[src/rtl/thermostat_average_hysteresis_defines.svh]
`ifndef THERMOSTAT_AVERAGE_HYSTERESIS_DEFINES_SVH
`define THERMOSTAT_AVERAGE_HYSTERESIS_DEFINES_SVH

// Concurrent check on an explicit clock and synchronous reset.
`define THAH_ASSERT_CLK(label, clk, rst, prop, msg) \
   label: assert property (@(posedge clk) disable iff (rst) prop) else $error(msg);

// Concurrent check on the block clock and reset.
`define THAH_ASSERT(label, prop, msg) `THAH_ASSERT_CLK(label, clock, reset, prop, msg)

`endif

[src/rtl/thah_pkg.sv]
package thah_pkg;

   localparam int ADC_W      = 10;
   localparam int TEMP_W     = 8;
   localparam int TARGET_W   = 7;
   localparam int BAND_W     = 5;
   localparam int CSR_IDX_W  = 2;
   localparam int CSR_DATA_W = 7;

   localparam int NUM_READINGS_DEF = 10;
   localparam int BLINK_TICKS_DEF  = 10;

   localparam logic [TARGET_W-1:0] TARGET_RESET = 7'd60;
   localparam logic [BAND_W-1:0]   BAND_RESET   = 5'd5;

   localparam logic [CSR_IDX_W-1:0] CSR_TARGET_TEMP    = 2'd0;
   localparam logic [CSR_IDX_W-1:0] CSR_CONTROL_ENABLE = 2'd1;
   localparam logic [CSR_IDX_W-1:0] CSR_HYST_BAND      = 2'd2;

   // degrees = floor(adc * 0.488), exact for every 10-bit code as (adc * 511706) >> 20
   localparam int DEG_MULT_W = 19;
   localparam logic [DEG_MULT_W-1:0] DEG_MULT = 19'd511706;
   localparam int DEG_SHIFT = 20;
   localparam int PROD_W    = ADC_W + DEG_MULT_W;
   localparam int DEG_W     = PROD_W - DEG_SHIFT;

   function automatic logic [TEMP_W-1:0] to_degrees(input logic [ADC_W-1:0] adc);
      logic [PROD_W-1:0] prod;
      logic [DEG_W-1:0]  deg;
      prod = PROD_W'(adc) * PROD_W'(DEG_MULT);
      deg  = prod[PROD_W-1:DEG_SHIFT];
      if (deg[DEG_W-1:TEMP_W] != '0) begin
         return '1;
      end
      return deg[TEMP_W-1:0];
   endfunction

endpackage

[src/rtl/thah_alu.sv]
module thah_alu #(
   parameter int W = 12
) (
   input  logic [W-1:0] a,
   input  logic [W-1:0] b,
   input  logic         sub,
   output logic [W-1:0] y,
   output logic         cout
);

   logic [W-1:0] b_eff;

   assign b_eff = sub ? ~b : b;
   assign {cout, y} = {1'b0, a} + {1'b0, b_eff} + {{W{1'b0}}, sub};

endmodule

[src/rtl/thah_ring.sv]
module thah_ring #(
   parameter int NUM_READINGS = 10,
   parameter int IDX_W = 4
) (
   input  logic                       clock,
   input  logic                       wr_en,
   input  logic [IDX_W-1:0]           wr_addr,
   input  logic [thah_pkg::TEMP_W-1:0] wr_data,
   input  logic [IDX_W-1:0]           rd_addr,
   output logic [thah_pkg::TEMP_W-1:0] rd_data
);
   import thah_pkg::*;

   logic [TEMP_W-1:0] mem [NUM_READINGS];
   logic [TEMP_W-1:0] rd_data_ff;

   always_ff @(posedge clock) begin
      if (wr_en) begin
         mem[wr_addr] <= wr_data;
      end
      rd_data_ff <= mem[rd_addr];
   end

   assign rd_data = rd_data_ff;

endmodule

[src/rtl/thermostat_average_hysteresis.sv]
// Bang-bang thermostat with hysteresis. Each req transaction is one 100 ms tick
// carrying a 10-bit ADC code; it is converted to degrees (floor of code * 0.488,
// saturated at 255) and stored in a ring of the last NUM_READINGS readings. With
// control enabled the stored readings are averaged and the heater/cooler switch
// around the target with the hysteresis band; the LED is set at a heater-to-cooler
// switch and toggles every BLINK_TICKS heating ticks. Each tick gives exactly one
// rsp transaction. One adder/subtractor does the sum and the division: one add per
// stored reading, then one quotient bit per cycle for the average (SUM_W bits,
// 12 at the defaults). A tick runs through conversion, the sum, a tail add, the
// division, the control step and the rsp hand-off; with control disabled it goes
// from conversion straight to the hand-off. req_ready is high only between ticks;
// a finished result may still wait in the rsp register meanwhile. csr writes are
// taken at any time and must be made only while the block is idle; indexes beyond
// the register list are ignored. No clearing pass follows reset.
`include "thermostat_average_hysteresis_defines.svh"

module thermostat_average_hysteresis #(
   parameter int NUM_READINGS = thah_pkg::NUM_READINGS_DEF,
   parameter int BLINK_TICKS  = thah_pkg::BLINK_TICKS_DEF
) (
   input  logic                            clock,
   input  logic                            reset,
   input  logic                            req_valid,
   output logic                            req_ready,
   input  logic [thah_pkg::ADC_W-1:0]      req_adc_sample,
   output logic                            rsp_valid,
   input  logic                            rsp_ready,
   output logic                            rsp_heater_drive,
   output logic                            rsp_cooler_drive,
   output logic                            rsp_status_led,
   output logic [thah_pkg::TEMP_W-1:0]     rsp_current_temp,
   output logic [thah_pkg::TEMP_W-1:0]     rsp_average_temp,
   input  logic                            csr_valid,
   output logic                            csr_ready,
   input  logic [thah_pkg::CSR_IDX_W-1:0]  csr_index,
   input  logic [thah_pkg::CSR_DATA_W-1:0] csr_wdata
);
   import thah_pkg::*;

   localparam int IDX_W  = (NUM_READINGS > 1) ? $clog2(NUM_READINGS) : 1;
   localparam int CNT_W  = $clog2(NUM_READINGS + 1);
   localparam int SUM_W  = $clog2(NUM_READINGS * 255 + 1);
   localparam int STEP_W = $clog2(SUM_W);
   localparam int BLK_W  = $clog2(BLINK_TICKS + 1);

   localparam logic [2:0] S_IDLE = 3'd0;
   localparam logic [2:0] S_CONV = 3'd1;
   localparam logic [2:0] S_SUM  = 3'd2;
   localparam logic [2:0] S_TAIL = 3'd3;
   localparam logic [2:0] S_DIV  = 3'd4;
   localparam logic [2:0] S_CTRL = 3'd5;
   localparam logic [2:0] S_DONE = 3'd6;

   logic [2:0]          state_ff, state_in;
   logic [ADC_W-1:0]    adc_ff, adc_in;
   logic [TEMP_W-1:0]   cur_ff, cur_in;
   logic [TEMP_W-1:0]   avg_ff, avg_in;
   logic [IDX_W-1:0]    write_slot_ff, write_slot_in;
   logic [CNT_W-1:0]    valid_count_ff, valid_count_in;
   logic [IDX_W-1:0]    idx_ff, idx_in;
   logic                pend_ff, pend_in;
   logic [SUM_W-1:0]    acc_ff, acc_in;
   logic [CNT_W-1:0]    rem_ff, rem_in;
   logic [STEP_W-1:0]   step_ff, step_in;
   logic                heating_ff, heating_in;
   logic                cooling_ff, cooling_in;
   logic                led_ff, led_in;
   logic [BLK_W-1:0]    blink_ff, blink_in;
   logic [TARGET_W-1:0] target_ff, target_in;
   logic                control_enable_ff, control_enable_in;
   logic [BAND_W-1:0]   band_ff, band_in;
   logic                rsp_valid_ff, rsp_valid_in;
   logic                rsp_heater_ff, rsp_heater_in;
   logic                rsp_cooler_ff, rsp_cooler_in;
   logic                rsp_led_ff, rsp_led_in;
   logic [TEMP_W-1:0]   rsp_cur_ff, rsp_cur_in;
   logic [TEMP_W-1:0]   rsp_avg_ff, rsp_avg_in;

   logic [TEMP_W-1:0] deg;
   logic              ring_wr_en;
   logic [TEMP_W-1:0] ring_rd_data;
   logic [SUM_W-1:0]  alu_a, alu_b, alu_y;
   logic              alu_sub, alu_cout;
   logic [CNT_W:0]    div_shift;
   logic              sum_last;
   logic              ring_ptrs_ok;

   logic [TARGET_W-1:0] low_val;
   logic                low_ok, le_low, ge_high;
   logic [TEMP_W-1:0]   high_val;
   logic                heat_n, cool_n, led_n;
   logic [BLK_W-1:0]    blink_inc;

   assign deg        = to_degrees(adc_ff);
   assign ring_wr_en = (state_ff == S_CONV);
   assign div_shift  = {rem_ff, acc_ff[SUM_W-1]};
   assign sum_last   = (CNT_W'(idx_ff) + CNT_W'(1)) == valid_count_ff;
   assign ring_ptrs_ok = (valid_count_ff <= CNT_W'(NUM_READINGS))
                         && (CNT_W'(write_slot_ff) < CNT_W'(NUM_READINGS));

   thah_ring #(
      .NUM_READINGS(NUM_READINGS),
      .IDX_W(IDX_W)
   ) u_ring (
      .clock  (clock),
      .wr_en  (ring_wr_en),
      .wr_addr(write_slot_ff),
      .wr_data(deg),
      .rd_addr(idx_ff),
      .rd_data(ring_rd_data)
   );

   always_comb begin
      if (state_ff == S_DIV) begin
         alu_a   = SUM_W'(div_shift);
         alu_b   = SUM_W'(valid_count_ff);
         alu_sub = 1'b1;
      end else begin
         alu_a   = acc_ff;
         alu_b   = SUM_W'(ring_rd_data);
         alu_sub = 1'b0;
      end
   end

   thah_alu #(
      .W(SUM_W)
   ) u_alu (
      .a   (alu_a),
      .b   (alu_b),
      .sub (alu_sub),
      .y   (alu_y),
      .cout(alu_cout)
   );

   // hysteresis decision on the finished average
   always_comb begin
      low_ok   = target_ff >= TARGET_W'(band_ff);
      low_val  = target_ff - TARGET_W'(band_ff);
      le_low   = low_ok && (acc_ff[TEMP_W-1:0] <= TEMP_W'(low_val));
      high_val = TEMP_W'(target_ff) + TEMP_W'(band_ff);
      ge_high  = acc_ff[TEMP_W-1:0] >= high_val;
      heat_n   = heating_ff;
      cool_n   = cooling_ff;
      led_n    = led_ff;
      blink_in = blink_ff;
      if (!heating_ff && !cooling_ff) begin
         if (le_low) begin
            heat_n = 1'b1;
         end else begin
            cool_n = 1'b1;
         end
      end else if (heating_ff && ge_high) begin
         heat_n = 1'b0;
         cool_n = 1'b1;
         led_n  = 1'b1;
      end else if (cooling_ff && le_low) begin
         heat_n = 1'b1;
         cool_n = 1'b0;
      end
      blink_inc = blink_ff + BLK_W'(1);
      if (heat_n) begin
         if (blink_inc >= BLK_W'(BLINK_TICKS)) begin
            led_n    = !led_n;
            blink_in = '0;
         end else begin
            blink_in = blink_inc;
         end
      end
      if (state_ff != S_CTRL) begin
         blink_in = blink_ff;
      end
   end

   always_comb begin
      state_in          = state_ff;
      adc_in            = adc_ff;
      cur_in            = cur_ff;
      avg_in            = avg_ff;
      write_slot_in     = write_slot_ff;
      valid_count_in    = valid_count_ff;
      idx_in            = idx_ff;
      pend_in           = pend_ff;
      acc_in            = acc_ff;
      rem_in            = rem_ff;
      step_in           = step_ff;
      heating_in        = heating_ff;
      cooling_in        = cooling_ff;
      led_in            = led_ff;
      target_in         = target_ff;
      control_enable_in = control_enable_ff;
      band_in           = band_ff;
      rsp_valid_in      = rsp_valid_ff && !rsp_ready;
      rsp_heater_in     = rsp_heater_ff;
      rsp_cooler_in     = rsp_cooler_ff;
      rsp_led_in        = rsp_led_ff;
      rsp_cur_in        = rsp_cur_ff;
      rsp_avg_in        = rsp_avg_ff;

      if (csr_valid) begin
         unique case (csr_index)
            CSR_TARGET_TEMP:    target_in = csr_wdata[TARGET_W-1:0];
            CSR_CONTROL_ENABLE: control_enable_in = csr_wdata[0];
            CSR_HYST_BAND:      band_in = csr_wdata[BAND_W-1:0];
            default: ;
         endcase
      end

      unique case (state_ff)
         S_IDLE: begin
            if (req_valid) begin
               adc_in   = req_adc_sample;
               state_in = S_CONV;
            end
         end
         S_CONV: begin
            cur_in = deg;
            avg_in = '0;
            if (CNT_W'(write_slot_ff) == CNT_W'(NUM_READINGS - 1)) begin
               write_slot_in = '0;
            end else begin
               write_slot_in = write_slot_ff + IDX_W'(1);
            end
            if (valid_count_ff != CNT_W'(NUM_READINGS)) begin
               valid_count_in = valid_count_ff + CNT_W'(1);
            end
            idx_in  = '0;
            pend_in = 1'b0;
            acc_in  = '0;
            state_in = control_enable_ff ? S_SUM : S_DONE;
         end
         S_SUM: begin
            if (pend_ff) begin
               acc_in = alu_y;
            end
            pend_in = 1'b1;
            if (sum_last) begin
               state_in = S_TAIL;
            end else begin
               idx_in = idx_ff + IDX_W'(1);
            end
         end
         S_TAIL: begin
            acc_in   = alu_y;
            rem_in   = '0;
            step_in  = STEP_W'(SUM_W - 1);
            state_in = S_DIV;
         end
         S_DIV: begin
            if (alu_cout) begin
               rem_in = alu_y[CNT_W-1:0];
            end else begin
               rem_in = div_shift[CNT_W-1:0];
            end
            acc_in = {acc_ff[SUM_W-2:0], alu_cout};
            if (step_ff == '0) begin
               state_in = S_CTRL;
            end else begin
               step_in = step_ff - STEP_W'(1);
            end
         end
         S_CTRL: begin
            avg_in     = acc_ff[TEMP_W-1:0];
            heating_in = heat_n;
            cooling_in = cool_n;
            led_in     = led_n;
            state_in   = S_DONE;
         end
         S_DONE: begin
            if (!rsp_valid_ff || rsp_ready) begin
               rsp_valid_in  = 1'b1;
               rsp_heater_in = heating_ff;
               rsp_cooler_in = cooling_ff;
               rsp_led_in    = led_ff;
               rsp_cur_in    = cur_ff;
               rsp_avg_in    = avg_ff;
               state_in      = S_IDLE;
            end
         end
         default: state_in = S_IDLE;
      endcase
   end

   always_ff @(posedge clock) begin
      if (reset) begin
         state_ff          <= S_IDLE;
         write_slot_ff     <= '0;
         valid_count_ff    <= '0;
         heating_ff        <= 1'b0;
         cooling_ff        <= 1'b0;
         led_ff            <= 1'b0;
         blink_ff          <= '0;
         target_ff         <= TARGET_RESET;
         control_enable_ff <= 1'b0;
         band_ff           <= BAND_RESET;
         rsp_valid_ff      <= 1'b0;
      end else begin
         state_ff          <= state_in;
         write_slot_ff     <= write_slot_in;
         valid_count_ff    <= valid_count_in;
         heating_ff        <= heating_in;
         cooling_ff        <= cooling_in;
         led_ff            <= led_in;
         blink_ff          <= blink_in;
         target_ff         <= target_in;
         control_enable_ff <= control_enable_in;
         band_ff           <= band_in;
         rsp_valid_ff      <= rsp_valid_in;
      end
      adc_ff        <= adc_in;
      cur_ff        <= cur_in;
      avg_ff        <= avg_in;
      idx_ff        <= idx_in;
      pend_ff       <= pend_in;
      acc_ff        <= acc_in;
      rem_ff        <= rem_in;
      step_ff       <= step_in;
      rsp_heater_ff <= rsp_heater_in;
      rsp_cooler_ff <= rsp_cooler_in;
      rsp_led_ff    <= rsp_led_in;
      rsp_cur_ff    <= rsp_cur_in;
      rsp_avg_ff    <= rsp_avg_in;
   end

   assign req_ready        = (state_ff == S_IDLE);
   assign csr_ready        = 1'b1;
   assign rsp_valid        = rsp_valid_ff;
   assign rsp_heater_drive = rsp_heater_ff;
   assign rsp_cooler_drive = rsp_cooler_ff;
   assign rsp_status_led   = rsp_led_ff;
   assign rsp_current_temp = rsp_cur_ff;
   assign rsp_average_temp = rsp_avg_ff;

   `THAH_ASSERT(a_drive_exclusive, !(heating_ff && cooling_ff), "heater and cooler both on")
   `THAH_ASSERT(a_busy_after_accept, req_valid && req_ready |=> !req_ready, "ready after accept")
   `THAH_ASSERT(a_ring_ptrs, ring_ptrs_ok, "ring pointer out of range")

endmodule

[config.mk]
export PLATFORM = sky130hd
export DESIGN_NAME = thermostat_average_hysteresis
export DESIGN_NICKNAME = d
export VERILOG_FILES = /design/src/rtl/thah_pkg.sv /design/src/rtl/thah_alu.sv /design/src/rtl/thah_ring.sv /design/src/rtl/thermostat_average_hysteresis.sv
export VERILOG_INCLUDE_DIRS = /design/src /design/src/rtl
export SDC_FILE = /design/constraint.sdc
export NUM_CORES = 1
export LEC_CHECK = 0
export CAP_MARGIN = 15
export CELL_PAD_IN_SITES_DETAIL_PLACEMENT = 1
export CELL_PAD_IN_SITES_GLOBAL_PLACEMENT = 1
export CORE_ASPECT_RATIO = 0.75
export CORE_UTILIZATION = 30
export DETAILED_ROUTE_END_ITERATION = 6
export DONT_BUFFER_PORTS = 1
export GPL_TIMING_DRIVEN = 1
export PLACE_DENSITY_LB_ADDON = 0.1
export SLEW_MARGIN = 10
export SYNTH_ARGS = -nofsm -noshare
export SYNTH_HDL_FRONTEND = slang
export SYNTH_SLANG_ARGS = --single-unit
[constraint.sdc]
create_clock -name clock -period 7.8 [get_ports clock]
set_clock_uncertainty 0.1 [all_clocks]
set_input_delay 1.56 -clock clock [delete_from_list [all_inputs] [get_ports clock]]
set_output_delay 1.56 -clock clock [all_outputs]
set_load 0.005 [all_outputs]
# Yosys cells after proc, flatten, opt, wreduce, memory -nomap -nowiden
# Memories as Yosys holds them, arrays and structs flattened. A register that Yosys moved wholly into a read port is not among the register bits.
# Cells that the tools add are included.
dict set report classes {
  add_sub_neg 9
  n_mul 1
  div_mod_pow 0
  n_lt_le_gt_ge 4
  n_eq_ne 20
  shift 0
  muxes 41
  bitwise 2
  n_reduce_logical 31
}
# op count
set ops {}
lappend ops {{12-bit case mux with 4 select lines} 1}
lappend ops {{12-bit two-way mux} 3}
lappend ops {{10-bit by 18-bit multiplier with 28-bit output, second input constant} 1}
lappend ops {{8-bit two-way mux} 3}
lappend ops {{4-bit case mux with 2 select lines} 3}
lappend ops {{3-bit case mux with 7 select lines} 1}
lappend ops {{4-bit two-way mux} 5}
lappend ops {{2-bit AND reduction} 10}
lappend ops {{1-bit two-way mux} 18}
lappend ops {{4-bit by 1-bit adder with 4-bit output, second input constant} 4}
lappend ops {{8-bit case mux with 2 select lines} 1}
lappend ops {{3-bit two-way mux} 5}
lappend ops {{2-bit inequality test, second input constant} 7}
lappend ops {{12-bit by 12-bit adder with 13-bit output} 1}
lappend ops {{13-bit by 1-bit adder with 13-bit output} 1}
lappend ops {{8-bit NOT with 12-bit output} 1}
lappend ops {{3-bit == test, second input constant} 3}
lappend ops {{7-bit by 5-bit adder with 8-bit output} 1}
lappend ops {{8-bit >= comparator} 1}
lappend ops {{8-bit by 7-bit less-or-equal comparator with 1-bit output} 1}
lappend ops {{7-bit by 5-bit >= comparator with 1-bit output} 1}
lappend ops {{7-bit by 5-bit subtractor with 7-bit output} 1}
lappend ops {{3-bit by 2-bit == test with 1-bit output, second input constant} 2}
lappend ops {{2-bit nonzero test} 3}
lappend ops {{other kinds (22)} 30}
dict set report totals {
  regBits 102
  latchBits 0
  ram_bits 80
  rom_bits 0
  in_bits 24
  output_inout_bits 22
  wordCells 133
  mem_count 1
}
# memory words word_bits rd rd_clocked_by_memory_dff write_ports line
set mem_list {}
lappend mem_list {u_ring.mem 10 8 1 1 1 thah_ring.sv:14} ;# logic [TEMP_W-1:0] mem [NUM_READINGS];

# Logic depth before layout (Yosys ltp)
# Gate-level depths: netlist (run 1).
dict set report logic_depth {
  depth_word 8
  mapped_depth 18
  mapped_depth_nobuf 18
}

# By module
# From an unflattened synthesis (run 1), not the netlist that was laid out.
dict set report unflattened {
  hier_cells 1100
  area_unflattened_um2 12399.4
}
# module instances cells_each area_each_um2 seq_area_each_um2
set modules_own_cells {}
lappend modules_own_cells {thermostat_average_hysteresis 1 816 8316.7 2742.6}
lappend modules_own_cells {thah_ring 1 189 3402.0 2562.5}
lappend modules_own_cells {thah_alu 1 95 680.7 0.0}

# Worst setup path after synthesis (run 1)
# No wires, ideal clock.
dict set report synth_path {
  path_kind {register to register}
  start {register adc_ff[7]}
  end {register cur_ff[0], data pin}
  setup_time_ns 0.292
  arrival_time_ns 5.076
  required_time_ns 7.408
  slack_ns 2.332
  stages_incl_launch_ff 16
  n_path_buf 0
  period_less_slack_ns 5.468
  cell_sequence {edfxtp_1 -> fa_1 -> xor2_1 -> ha_1 -> inv_1 -> fa_1 -> fa_1 -> fa_1 -> inv_1 -> ha_1 -> nand4_1 -> a2111oi_1 -> o21ai_1 -> a31oi_2 -> a211oi_2 -> o21ai_0}
}
dict set report synth_via {
  elab_chain_len 3
}
# element line
set synth_rtl {}
lappend synth_rtl {{from (decl)} thermostat_average_hysteresis.sv:55} ;# logic [ADC_W-1:0] adc_ff, adc_in;
lappend synth_rtl {{from (signal assigned)} thermostat_average_hysteresis.sv:309} ;# adc_ff <= adc_in;
lappend synth_rtl {{10-bit by 18-bit multiplier with 28-bit output *} thah_pkg.sv:30} ;# prod = PROD_W'(adc) * PROD_W'(DEG_MULT);
lappend synth_rtl {{1-bit two-way mux} thah_pkg.sv:32} ;# if (deg[DEG_W-1:TEMP_W] != '0) begin
lappend synth_rtl {{8-bit two-way mux *} thah_pkg.sv:35} ;# return deg[TEMP_W-1:0];
lappend synth_rtl {{via deg[0]} thermostat_average_hysteresis.sv:79} ;# logic [TEMP_W-1:0] deg;
lappend synth_rtl {{to (signal assigned)} thermostat_average_hysteresis.sv:310} ;# cur_ff <= cur_in;
lappend synth_rtl {{to (decl)} thermostat_average_hysteresis.sv:56} ;# logic [TEMP_W-1:0] cur_ff, cur_in;
# Mark *: on every way through the listed nets, which the timed path passes. The rest lies on a longest branch.
# A chain may end at the register's enable or synchronous reset.

# Worst setup path after layout (run 1)
dict set report layout_path {
  start {register adc_ff[7]}
  end {memory u_ring.mem[1][2], data pin}
}
dict set report layout_via {
  elab_chain_len 3
}
# element line
set layout_rtl {}
lappend layout_rtl {{10-bit by 18-bit multiplier with 28-bit output *} thah_pkg.sv:30}
lappend layout_rtl {{1-bit two-way mux} thah_pkg.sv:32}
lappend layout_rtl {{8-bit two-way mux *} thah_pkg.sv:35}
lappend layout_rtl {{via deg[2]} thermostat_average_hysteresis.sv:79}
lappend layout_rtl {{to (decl)} thah_ring.sv:14}
# Marked as above.

==> impl_metrics.yaml, run 1 <==
logic_synthesis:
  ys_warn_count: 0
  avgSynthCellArea_um2: 11.4
  synthTopCellsByArea: "edfxtp_1 (37%), ha_1 (12%), fa_1 (10%)"
  synth_compound_area_share_pct: 10.1
  synthAdderAreaFrac_pct: 21.9
  synthesis.nets: 1251
  synth_edf_count: 150
  ys_async_sr_fraction_pct: 0
  ys.flop_type: "edfxtp_1"
  synth_xor_area_share_pct: 3.85
  muxShareOfSynthArea_pct: 5.12
  netlist_instances: 1053
  yosysUniqueCellTypes: 70
  synth_area_leader_cell: "edfxtp_1"
  synth_top_family_by_area: "adder cells"
  synthSimpleGateAreaFrac_pct: 9.75
  synth_top_area_share_pct: 37.4
  yosysSeqAreaShare_pct: 44.0
  synth_seq_cells: 190
  synth_area_mm2: 0.0120
timing:
  fmax_ghz: 0.159
  worst_slew_pin_slew_ns: 1.12
  setup_violations: 0
  maxSlewViolCount: 0
  finalWorstSetupSlack_ns: 1.51
  rsz0062_at_grt: "false"
  fin_tns_setup_ns: 0
  finalHoldViolations: 0
  fin_crit_ns: 6.29
  maxSlewHeadroom_pct: 25.3
  fin_crit_sh_pct: 80.6
clocking:
  clock_latency_ns: 0.46
  clkTransAtPathRegs_ns: 0.09
  post-cts-setup-buffer-count: 0
  root_buffer: "clkbuf_16"
  clockBufferDepth: 2
  cts_tree: "yes"
  clkSinkCount: 190
  cts_hold_buf: 0
  htree_levels: 4
  cts_resized: 0
  numCtsBuffers: 17
die:
  core-area_mm2: 0.0396
  die-area_mm2: 0.0410
  start_util_pct: 30.4
  io_pins: 46
  die_y_um: 176
  rows: 63
  die_x_um: 233
place:
  hpwl_um: 23800
  place_congestion: 0.775
  place_ws_ns: 1.48
  place.port_buffers: 0
routing:
  dr.pass1.iters: 6
  drt_iter0_drc: 284
  drc: 2
  wl_per_cell_um: 19.8
  ant_nets: 0
  viasPerCell: 4.78
  totalWireLength_um: 31200
  dr_total_vias: 7536
setup_path:
  required_ns: 7.84
  worst_setup_path_end_kind: "flop"
  arrival_ns: 6.32
  path_max_fanout: 11
  worstSetupPathType: "reg2reg"
  crit_path_start_kind: "flop"
min_path:
  hold_class: "reg2reg"
global_routing:
  grt_pass1_wl_um: 48900
  grt_max_degree: 30
  gr-total-overflow: 0
  grt_pass1_vias: 8041
  antenna_found_initial: 0
  gr-usage-all-layers_pct: 16.0
final_layout:
  area_growth_pct: 10.2
  drive_above_1_share_pct: 7.11
  diodes: 0
  nets: 1240
outcome:
  status: "finished, violations left"
  failed_checks: "DRC"
flow_run:
  maxCapViolCount: 0
[per-stage QoR]
stage | instances | util (%) | hold slack, ns | instance area (um2)
6_report | 1575 | 33.5 | 0.318 | 13300
5_1_grt | 1575 | 33.5 | 0.338 | 13300
4_1_cts | 1575 | 33.5 | 0.321 | 13300
3_5_place_dp | 1543 | 31.9 | 0.308 | 12600
3_3_place_gp | 1543 | 31.9 | 0.305 | 12600
2_1_floorplan | 1053 | - | 0.300 | 12000
[synthesized netlist by cell type, types with 5 or more instances]
| library cell | count |
|---|---|
| and3_1 | 11 |
| ha_1 | 114 |
| xnor2_1 | 36 |
| a21oi_1 | 57 |
| o21bai_1 | 6 |
| nor2b_1 | 19 |
| clkbuf_1 | 29 |
| a211oi_1 | 16 |
| nand2_1 | 77 |
| fa_1 | 60 |
| nand2b_1 | 12 |
| o22ai_1 | 5 |
| edfxtp_1 | 150 |
| mux2i_1 | 22 |
| dfxtp_1 | 40 |
| and2_1 | 7 |
| o21ai_0 | 46 |
| inv_1 | 119 |
| nor3_1 | 15 |
| nand4_1 | 7 |
| xor2_1 | 17 |
| nand3_1 | 22 |
| nor2_1 | 53 |
| a21o_1 | 17 |
| buf_2 | 5 |
| mux4_2 | 16 |
[sequential cells by signal (all words and copies together), names as in the netlist, 3 cells and up]
name	flops
cur_ff	8
adc_ff	10
u_ring.mem	80
u_ring.rd_data	8
write_slot_ff	4
band_ff	5
valid_count_ff	4
state_ff	3
idx_ff	4
acc_ff	12
avg_ff	8
rsp_current_temp	8
rsp_average_temp	8
step_ff	4
blink_ff	4
target_ff	7
rem_ff	4
[critical path, cell delays in order (launching register included)]
cell	delay, ns
edfxtp_1	0.58
fa_1	0.74
xor2_1	0.24
ha_1	0.27
inv_1	0.08
fa_1	0.45
fa_1	0.51
fa_1	0.51
inv_1	0.04
ha_1	0.36
nand4_1	0.12
a2111oi_1	0.52
o21ai_1	0.25
nand2_1	0.19
mux2_2	0.35
o22ai_1	0.65
[worst paths after layout]
path                            cells past startpoint                   to      start  slack [ns]
worst max-delay path                               15     u_ring.mem[1][2]  adc_ff[7]        1.51
worst min-delay path                                0  rsp_average_temp[4]  avg_ff[4]        0.32
worst max register to register                     15     u_ring.mem[1][2]  adc_ff[7]        1.51
worst min register to register                      0  rsp_average_temp[4]  avg_ff[4]        0.32
[final cells by class]
| class | instances | area (um2) |
|---|---|---|
| timing repair buffer | 10 | 75.1 |
| fill | 4343 | 26300 |
| tap | 520 | 651 |
| sequential | 190 | 5310 |
| clock buffer | 17 | 425 |
| inverter | 120 | 450 |
| clock inverter | 15 | 211 |
| multi-input combinational | 703 | 6150 |
[cells by family after synthesis]
family | Yosys count
compound gates | 190
xor+xnor | 53
fa+ha+maj | 175
buf+inv | 160
flops | 190
mux | 41
other cells | 1
simple gates | 243
[metal layers]
layer	GRT usage (%)	vias to the layer above	part of all wire (%)
met3	2.35	13	2.0
met4	3.10	0	0.61
li1	-	3698	-
met1	24.8	3764	55
met5	0	-	0
met2	23.6	61	43
[placed cells by master, fill, tap and decap left out, types with 5 or more instances in the layout]
master     netlist  routed
xnor2_1         36      36
ha_1           114     114
a21o_1          17      17
nand3_1         22      22
o22ai_1          5       5
mux2i_1         22      22
inv_1          119     119
mux4_2          16      16
and3_1          11      11
xor2_1          17      17
a21oi_1         57      57
inv_12           0       6
fa_1            60      60
dfxtp_1         40      40
nand2b_1        12      12
nand2_1         77      77
clkbuf_16        0      17
edfxtp_1       150     150
and2_1           7       7
buf_4            2      10
nor2b_1         19      18
o21bai_1         6       6
a211oi_1        16      16
nand4_1          7       7
nor3_1          15      11
o21ai_0         46      45
nor2_1          53      53
Power of run 1 is left out: the tool's default activity adds up to more than one toggle a clock period on the data nets, which glitch-free logic cannot reach.
==> run 2, diff against run 1 <==
clock period = 6.5 ns   (was 7.8 ns; I/O delays follow)
==> impl_metrics.yaml, run 2 (same netlist as run 1, synthesis figures left out) <==
setup_path:
  slowest_stage: "o21ai_1"
  path_max_fanout: 11
  worst_setup_path_end_kind: "flop"
  crit_path_start_kind: "flop"
  reg2reg_slack_ns: 0.49
  cp_num_buf_inv: 2
  arrival_ns: 6.05
  worstSetupPathType: "reg2reg"
  path_cells: "fa_1 -> xor2_1 -> ha_1 -> inv_1 -> fa_1 -> fa_1 -> fa_1 -> inv_1 -> ha_1 -> nand4_1 -> a2111oi_1 -> o21ai_1 -> a31oi_2 -> a211oi_2 -> o21ai_1"
  critPathTopFamily: "adder cells"
  critical-path-max-stage-delay_ns: 0.69
  cp_common_cell: "fa_1"
  required_ns: 6.54
outcome:
  failed_checks: "DRC"
  status: "finished, violations left"
final_layout:
  nets: 1241
  drive_above_1_share_pct: 7.48
  n_fill_cell: 4348
  final_common_cell: "edfxtp_1"
  multiInputGateArea_mm2: 0.00618
  largestRegisters: "u_ring.mem: 80 flops, acc_ff: 12 flops, adc_ff: 10 flops"
  diodes: 0
  fin_cells: 1576
  final_cell_mix: "edfxtp_1 (150), inv_1 (119), ha_1 (114)"
  area_growth_pct: 10.4
  final_cell_area_mm2: 0.0133
  top_register: "u_ring.mem"
  regArea_mm2: 0.00531
  largest_reg_flops: 80
global_routing:
  gr-total-overflow: 0
  gr-usage-all-layers_pct: 16.0
  grt_max_degree: 30
  grt_pass1_vias: 7898
  antenna_found_initial: 0
  grt_pass1_wl_um: 48400
place:
  place_inst: 1543
  placed_area_mm2: 0.0126
  hpwl_um: 23800
  place.port_buffers: 0
  place_congestion: 0.789
clocking:
  root_buffer: "clkbuf_16"
  cts_tree: "yes"
  htree_levels: 4
  clkTransAtPathRegs_ns: 0.08
  clockBufferDepth: 2
  clock_latency_ns: 0.46
  numCtsBuffers: 17
  clkSinkCount: 190
die:
  start_util_pct: 30.4
  io_pins: 46
  die_x_um: 233
  die-area_mm2: 0.0410
  rows: 63
  core-area_mm2: 0.0396
  die_y_um: 176
routing:
  wl_met3_um: 630
  viasPerCell: 4.80
  route.layer.met1.wl_um: 17200
  routed.top_layer: "met4"
  dr_total_vias: 7570
  wl_per_cell_um: 20.0
  drt_iter0_drc: 379
  dr.pass1.iters: 6
  totalWireLength_um: 31600
  wl_met2_um: 13300
  drc: 3
  ant_nets: 0
min_path:
  hold_class: "reg2reg"
timing:
  worst_slew_pin_slew_ns: 1.10
  maxSlewViolCount: 0
  fmax_ghz: 0.166
  setup_violations: 0
  fin_crit_sh_pct: 92.5
  maxSlewHeadroom_pct: 26.2
  finalHoldViolations: 0
  rsz0062_at_grt: "false"
  fin_tns_setup_ns: 0
  fin_crit_ns: 6.01
flow_run:
  maxCapViolCount: 0
-- run 2: per-layer routing --
layer | global-route usage, % | vias up
met1 | 24.4 | 3777
met3 | 2.61 | 22
met4 | 3.84 | 0
met5 | 0 | -
met2 | 23.3 | 63
li1 | - | 3708
-- run 2: final timing paths --
kind	startpoint	end	depth (start not counted)
setup / recovery	adc_ff[7]	u_ring.mem[8][0]	15
hold / removal	avg_ff[4]	rsp_average_temp[4]	0
setup reg to reg	adc_ff[7]	u_ring.mem[8][0]	15
hold reg to reg	avg_ff[4]	rsp_average_temp[4]	0
-- run 2: layout make-up --
class                      instances  area share (%)
sequential                       190            39.9
clock inverter                    14            1.45
clock buffer                      18            3.23
tap                              520            4.89
multi-input combinational        703            46.5
inverter                         120            3.39
timing repair buffer              11           0.602
-- run 2: worst register-to-register path, delay by kind of cell, from the launching register on --
kind            cells  cell delay, ns
compound gates      5            1.90
fa+ha+maj           6            2.71
flops               1            0.50
buf+inv             2            0.12
xor+xnor            1            0.22
simple gates        1            0.14
-- run 2: what timing repair did --
item	in CTS	in global routing
setup buffers	0	0
setup endpoints to repair	22	44
resized for setup	2	4
hold buffers	0	0
pin swaps	0	0
-- run 2: metrics by stage --
step	hold slack, ns	setup slack (ns)	utilization (%)
final	0.335	0.486	33.6
after global routing	0.347	0.0371	33.6
after CTS	0.338	0.00314	33.5
after detailed placement	0.321	0.00168	31.9
after global placement	0.308	0.223	31.9
after floorplan	0.300	1.03	-
Power of run 2 is left out for the same reason.
